<file path="src/sv/fms_pkg.sv">
package fms_pkg;
	localparam int MAX_INPUTS_DEF = 16;
	localparam int MAX_OUTPUTS_DEF = 16;

	localparam logic [1:0] OP_INFLOW = 2'd0;
	localparam logic [1:0] OP_DEMAND = 2'd1;
	localparam logic [1:0] OP_COMPUTE = 2'd2;

	localparam logic [1:0] MODE_EQUAL = 2'd0;
	localparam logic [1:0] MODE_ROUTE = 2'd1;
	localparam logic [1:0] MODE_DEMAND = 2'd2;

	localparam logic [1:0] REG_NUM_INPUTS = 2'd0;
	localparam logic [1:0] REG_NUM_OUTPUTS = 2'd1;
	localparam logic [1:0] REG_MIX_MODE = 2'd2;
	localparam logic [1:0] REG_ROUTE_OUTPUT = 2'd3;

	localparam int MASS_W = 28;
	localparam int WSUM_W = 48;
	localparam int TSUM_W = 46;
	localparam int DIV_W = 52;
	localparam int QDIV_W = 6;

	// controller to datapath
	typedef struct packed {
		logic accum;
		logic store_demand;
		logic clear;
		logic div_start;
		logic [2:0] div_sel;
		logic load_res;
	} fms_cmd_t;

	// datapath to controller
	typedef struct packed {
		logic div_done;
	} fms_sts_t;

	localparam logic [2:0] DSEL_U = 3'd0;
	localparam logic [2:0] DSEL_A = 3'd1;
	localparam logic [2:0] DSEL_T = 3'd2;
	localparam logic [2:0] DSEL_FLOW = 3'd3;
endpackage

</file>
<file path="src/sv/fms_ctrl.sv">
module fms_ctrl #(
	parameter int MAX_INPUTS = fms_pkg::MAX_INPUTS_DEF,
	parameter int MAX_OUTPUTS = fms_pkg::MAX_OUTPUTS_DEF
) (
	input  logic                   clk,
	input  logic                   arst_n,
	input  logic                   in_fire,
	input  logic [1:0]             op,
	input  logic [4:0]             num_inputs,
	input  logic [4:0]             num_outputs,
	input  logic [1:0]             mix_mode,
	input  logic                   out_take,
	input  fms_pkg::fms_sts_t      sts,
	output fms_pkg::fms_cmd_t      cmd,
	output logic                   in_ready,
	output logic                   out_valid,
	output logic                   out_last,
	output logic [$clog2(MAX_OUTPUTS+1)-1:0] demand_count,
	output logic [$clog2(MAX_OUTPUTS+1)-1:0] out_idx,
	output logic [$clog2(MAX_OUTPUTS+1)-1:0] nout
);
	localparam int IW = $clog2(MAX_INPUTS + 1);
	localparam int CW = $clog2(MAX_OUTPUTS + 1);

	localparam logic [2:0] ST_IDLE = 3'd0;
	localparam logic [2:0] ST_MEAN = 3'd1;
	localparam logic [2:0] ST_RD = 3'd2;
	localparam logic [2:0] ST_FLOW = 3'd3;
	localparam logic [2:0] ST_LOAD = 3'd4;
	localparam logic [2:0] ST_OUT = 3'd5;

	logic [2:0] state_q;
	logic [IW-1:0] in_cnt_q;
	logic [CW-1:0] dcnt_q, idx_q;
	logic [2:0] sel_q;
	logic [1:0] rd_q;
	logic busy_q, valid_q;
	logic [IW-1:0] nin;

	assign nin = (num_inputs == '0) ? IW'(1) :
		(int'(num_inputs) > MAX_INPUTS) ? IW'(MAX_INPUTS) : IW'(num_inputs);
	assign nout = (num_outputs == '0) ? CW'(1) :
		(int'(num_outputs) > MAX_OUTPUTS) ? CW'(MAX_OUTPUTS) : CW'(num_outputs);

	assign in_ready = (state_q == ST_IDLE);
	assign out_valid = valid_q;
	assign out_last = (idx_q + 1'b1) == nout;
	assign demand_count = dcnt_q;
	assign out_idx = idx_q;

	always_comb begin
		cmd = '0;
		cmd.div_sel = sel_q;
		cmd.accum = in_fire && op == fms_pkg::OP_INFLOW && in_cnt_q < nin;
		cmd.store_demand = in_fire && op == fms_pkg::OP_DEMAND &&
			mix_mode == fms_pkg::MODE_DEMAND && dcnt_q < nout;
		cmd.div_start = (state_q == ST_MEAN || state_q == ST_FLOW) && !busy_q;
		cmd.load_res = state_q == ST_LOAD;
		cmd.clear = state_q == ST_OUT && out_take && out_last;
	end

	always_ff @(posedge clk or negedge arst_n) begin
		if (!arst_n) begin
			state_q <= ST_IDLE;
			in_cnt_q <= '0;
			dcnt_q <= '0;
			idx_q <= '0;
			sel_q <= fms_pkg::DSEL_U;
			rd_q <= '0;
			busy_q <= 1'b0;
			valid_q <= 1'b0;
		end else begin
			case (state_q)
				ST_IDLE: begin
					if (cmd.accum)
						in_cnt_q <= in_cnt_q + 1'b1;
					if (cmd.store_demand)
						dcnt_q <= dcnt_q + 1'b1;
					if (in_fire && op == fms_pkg::OP_COMPUTE) begin
						state_q <= ST_MEAN;
						sel_q <= fms_pkg::DSEL_U;
						idx_q <= '0;
					end
				end
				ST_MEAN: begin
					if (cmd.div_start)
						busy_q <= 1'b1;
					if (sts.div_done) begin
						busy_q <= 1'b0;
						if (sel_q == fms_pkg::DSEL_T) begin
							state_q <= ST_RD;
							rd_q <= '0;
							sel_q <= fms_pkg::DSEL_FLOW;
						end else
							sel_q <= sel_q + 1'b1;
					end
				end
				ST_RD: begin
					// memory read then product register
					rd_q <= rd_q + 1'b1;
					if (rd_q == 2'd2)
						state_q <= ST_FLOW;
				end
				ST_FLOW: begin
					if (cmd.div_start)
						busy_q <= 1'b1;
					if (sts.div_done) begin
						busy_q <= 1'b0;
						state_q <= ST_LOAD;
					end
				end
				ST_LOAD: begin
					valid_q <= 1'b1;
					state_q <= ST_OUT;
				end
				ST_OUT: begin
					if (out_take) begin
						valid_q <= 1'b0;
						if (out_last) begin
							state_q <= ST_IDLE;
							in_cnt_q <= '0;
							dcnt_q <= '0;
						end else begin
							idx_q <= idx_q + 1'b1;
							rd_q <= '0;
							state_q <= ST_RD;
						end
					end
				end
				default: state_q <= ST_IDLE;
			endcase
		end
	end
endmodule

</file>
<file path="config.mk">
export PLATFORM = sky130hd
export DESIGN_NAME = fms_ctrl
export DESIGN_NICKNAME = d
export VERILOG_FILES = /design/src/sv/fms_pkg.sv /design/src/sv/fms_ctrl.sv
export SDC_FILE = /design/constraint.sdc
export NUM_CORES = 1
export LEC_CHECK = 0
export BUFFER_PORTS_ARGS = -buffer_cell sky130_fd_sc_hd__buf_2
export CAP_MARGIN = 20
export CORE_MARGIN = 2
export CORE_UTILIZATION = 40
export CTS_CLUSTER_SIZE = 20
export DETAILED_ROUTE_END_ITERATION = 10
export SETUP_SLACK_MARGIN = 0.4
export SLEW_MARGIN = 40
export SYNTH_ARGS = -nofsm -noshare
export SYNTH_HDL_FRONTEND = slang
export SYNTH_SLANG_ARGS = --single-unit
</file>
<file path="constraint.sdc">
create_clock -name clk -period 6.9 [get_ports clk]
set_clock_uncertainty 0.2 [all_clocks]
set_input_delay 0.69 -clock clk [delete_from_list [all_inputs] [get_ports clk]]
set_output_delay 0.69 -clock clk [all_outputs]
set_load 0.1 [all_outputs]
</file>
==> summary.md <==
| Metric | Value |
|---|---|
| Cell count after synthesis | 207 |
| DRC violation count after routing | 0 |
| Worst vdd ir | 0.000259 V |
| Fraction of the cycle the final worst path needs | 53.1% |
| Synthesized flop and latch total | 25 |
| Net count after synthesis | 240 |
| Initial DRT Pass Iterations | 4 |
| Final Non-Filler Cells | 299 |
| Fraction of synthesized cell area taken by the top area cell type | 33.9% |
| Met2 Use GR | 27.1% |
| Hold Crit Class | input pin to asynchronous set/reset pin |
| Worst endpoint required time | 6.01 ns |
| Horizontal die dimension | 71.9 um |
| Number of antenna violations at the first check in global routing | 0 |
| GR Overflow Total | 0 |
| Later-pin clock latency in the skew report | 0.27 ns |
| Layout fillers | 448 |
| Count of endpoints failing setup in the final report | 0 |
| Synthesis-to-finish area growth | 14.9% |
| Number of port buffers | 44 |
| Minimum clock period after layout | 3.66 ns |
| Average wire per cell in the routed design | 14.3 um |
| Register area | 626 um^2 |
| Post-synth EDFFs | 0 |
| Leading cell type by number of instances after synthesis | sky130_fd_sc_hd__nand2_1 |
| CTS buffer count | 3 |
| Quantity of gates resized following cts | 0 |
| Worst setup timing slack at the placement stage | 3.42 ns |
| Clk buf depth | 2 |
| CTS H-tree lvls | 1 |
| Ranking of synthesized cells by area | sky130_fd_sc_hd__dfrtp_1 (34%), sky130_fd_sc_hd__ha_1 (9.5%), sky130_fd_sc_hd__nand2_1 (5.3%) |
| Met1 GRT Util | 24.4% |
| Register-to-register setup slack | 4.18 ns |
| Dominant cell type by area after synthesis | sky130_fd_sc_hd__dfrtp_1 |
| Run status | complete, no violations |
| Num rows | 24 |
| Max-capacitance violation count | 0 |
| Total Neg Setup Slack | 0 ns |
| Fraction of final layout cells with drive strength greater than 1 | 22.3% |
| Final WL | 4290 um |
| Post-route worst setup slack | 3.24 ns |
| Detail Placement HPWL | 3380 um |
| Area of combinational cells with multiple inputs | 0.00110 mm^2 |
| Clock-pin transition on the worst setup and hold timing paths | 0.09 ns |
| Top cell types by occurrence after synthesis | sky130_fd_sc_hd__nand2_1 (26), sky130_fd_sc_hd__dfrtp_1 (25), sky130_fd_sc_hd__ha_1 (14), sky130_fd_sc_hd__o211ai_1 (13), sky130_fd_sc_hd__o21ai_0 (13) |
| Routability-driven placement congestion ratio | 0.841 |
| Clock sink count | 25 |
| Static Leak | 1.04 nW |
| Syn Std Cell Area | 0.00184 mm^2 |
| Syn_area_per_cell | 8.90 um^2 |
| Die height | 71.9 um |
| Total of hold buffers inserted after clock tree synthesis | 0 |
| Tot GR Track Use | 17.2% |
| Inst Count DP | 295 |
| Diodes inserted | 0 |
| Yosys warning count | 0 |
| Max-slew headroom | 61.9% |
| Cell area after placement | 0.00207 mm^2 |
| Max-slew violations | 0 |
| Type of element capturing the critical path | output port |
| Async set-reset flop share out of synthesis | 100% |
| Number of hold-slack violations in the final timing report | 0 |
| Summed area of non-filler cells in the final layout | 0.00212 mm^2 |
| DR vias/cell | 5.69 |
| Maximum achievable frequency | 273 MHz |
| Worst-case hold slack | 0.206 ns |
| Total number of nets in the final design | 281 |
| Initial cell density of the core | 42.0% |
| Ys flop type | sky130_fd_sc_hd__dfrtp_1 |
| Post-CTS Setup Bufs | 0 |
| Unrepaired setup endpoints after global routing | no |
| Maximum fanout along the worst path | 10 |
| Die outline area | 0.00517 mm^2 |
| Number of primary I/O pins | 45 |
| Violation count after the first detailed-routing iteration | 139 |
| Layer carrying the most global-route usage | met2 |
| Sequential share of the synthesized area | 33.9% |
| Maximum number of pins on one net before global-route repair | 26 |
| CTS tree | built |
| Core area | 0.00438 mm^2 |
| WP data arrival | 2.77 ns |
| Crit path launch type | flop |
| First-pass GRT wire length | 7080 um |
| Slew at the pin closest to its max-slew limit | 0.571 ns |
| Total vias in the final route | 1,700 |
| Unique masters post-synth | 49 |
| Number of global-route vias before repair | 1,531 |
| Count of nets left with antenna violations after detail routing | 0 |
| Setup CP Type | flop to output port |
| Met3 GRT Util | 2.81% |
| Root buffer cell | sky130_fd_sc_hd__clkbuf_8 |
| Power density relative to cell area | 397 mW/mm^2 |
## cell type report
cell class	instances	share of cell area (%)
Clock buffer	4	2.13
Inverter	14	2.84
Multi-Input combinational cell	160	52.0
Sequential cell	25	29.5
Tap cell	52	3.07
Timing Repair Buffer	44	10.4
## critical path, stage by stage, from the launching register on
cell	delay, ns
sky130_fd_sc_hd__dfrtp_1	0.46
sky130_fd_sc_hd__ha_1	0.32
sky130_fd_sc_hd__xnor3_1	0.30
sky130_fd_sc_hd__a32oi_1	0.09
sky130_fd_sc_hd__o32a_2	0.20
sky130_fd_sc_hd__or3_1	0.55
sky130_fd_sc_hd__inv_8	0.15
sky130_fd_sc_hd__buf_2	0.43
## worst paths after layout
check	start	cells after the start	to
min in group clk	busy_q	2	busy_q
hold reg to reg	busy_q	2	busy_q
setup / recovery	out_idx[0]	7	out_last
setup reg to reg	out_idx[0]	7	in_cnt_q[2]
max in group asynchronous	arst_n	1	state_q[1]
hold / removal	arst_n	1	out_idx[4]
## power breakdown
group	total, W	internal [W]	switching [W]
logic	0.000495	0.000124	0.000372
clock network	0.0000891	0.0000413	0.0000478
registers	0.000256	0.000190	0.0000656
total	0.000841	0.000355	0.000485
## stage by stage
step | utilization [%] | total power (W)
floorplan | - | 0.000664
global placement | 47.3 | 0.000751
detailed placement | 47.3 | 0.000756
CTS | 48.3 | 0.000846
global route | 48.3 | 0.000895
finish | 48.3 | 0.000841
## sequential cells by signal, summed over array words and instances (netlist names)
signal / flops
busy_q: 1
state_q: 3
rd_q: 2
out_idx: 5
in_cnt_q: 5
demand_count: 5
out_valid: 1
sel_q: 3
## per-layer routing
| metal | part of all wire [%] | wire, um | vias up |
|---|---|---|---|
| met5 | 0 | 0 | - |
| met1 | 48 | 2070 | 802 |
| li1 | - | - | 857 |
| met3 | 4.6 | 199 | 2 |
| met4 | 0.68 | 29 | 0 |
| met2 | 46 | 1990 | 39 |
## cell families (layout without fill, tap and decap cells)
family,after synthesis,count (layout),share of synthesized area [%]
AOI/OAI and AO/OA,70,70,27.8
xor gates and xnor gates,6,6,4.35
adders and majority gates,14,14,9.50
buffers and inverters,22,62,6.25
DFF,25,25,33.9
and+or+nand+nor,70,70,18.1
## layout by cell type (no fill, tap or decap), types with 6 or more instances in the layout
cell,count
sky130_fd_sc_hd__o211ai_1,13
sky130_fd_sc_hd__a21oi_1,7
sky130_fd_sc_hd__ha_1,14
sky130_fd_sc_hd__o21ai_0,13
sky130_fd_sc_hd__nand2b_1,6
sky130_fd_sc_hd__buf_2,44
sky130_fd_sc_hd__nand2_1,26
sky130_fd_sc_hd__nor2_1,12
sky130_fd_sc_hd__nor3_1,6
sky130_fd_sc_hd__nand3_1,9
sky130_fd_sc_hd__dfrtp_1,25
sky130_fd_sc_hd__a31oi_1,6
sky130_fd_sc_hd__inv_1,11
sky130_fd_sc_hd__a21o_1,6
(Power assumes the default switching activity.)
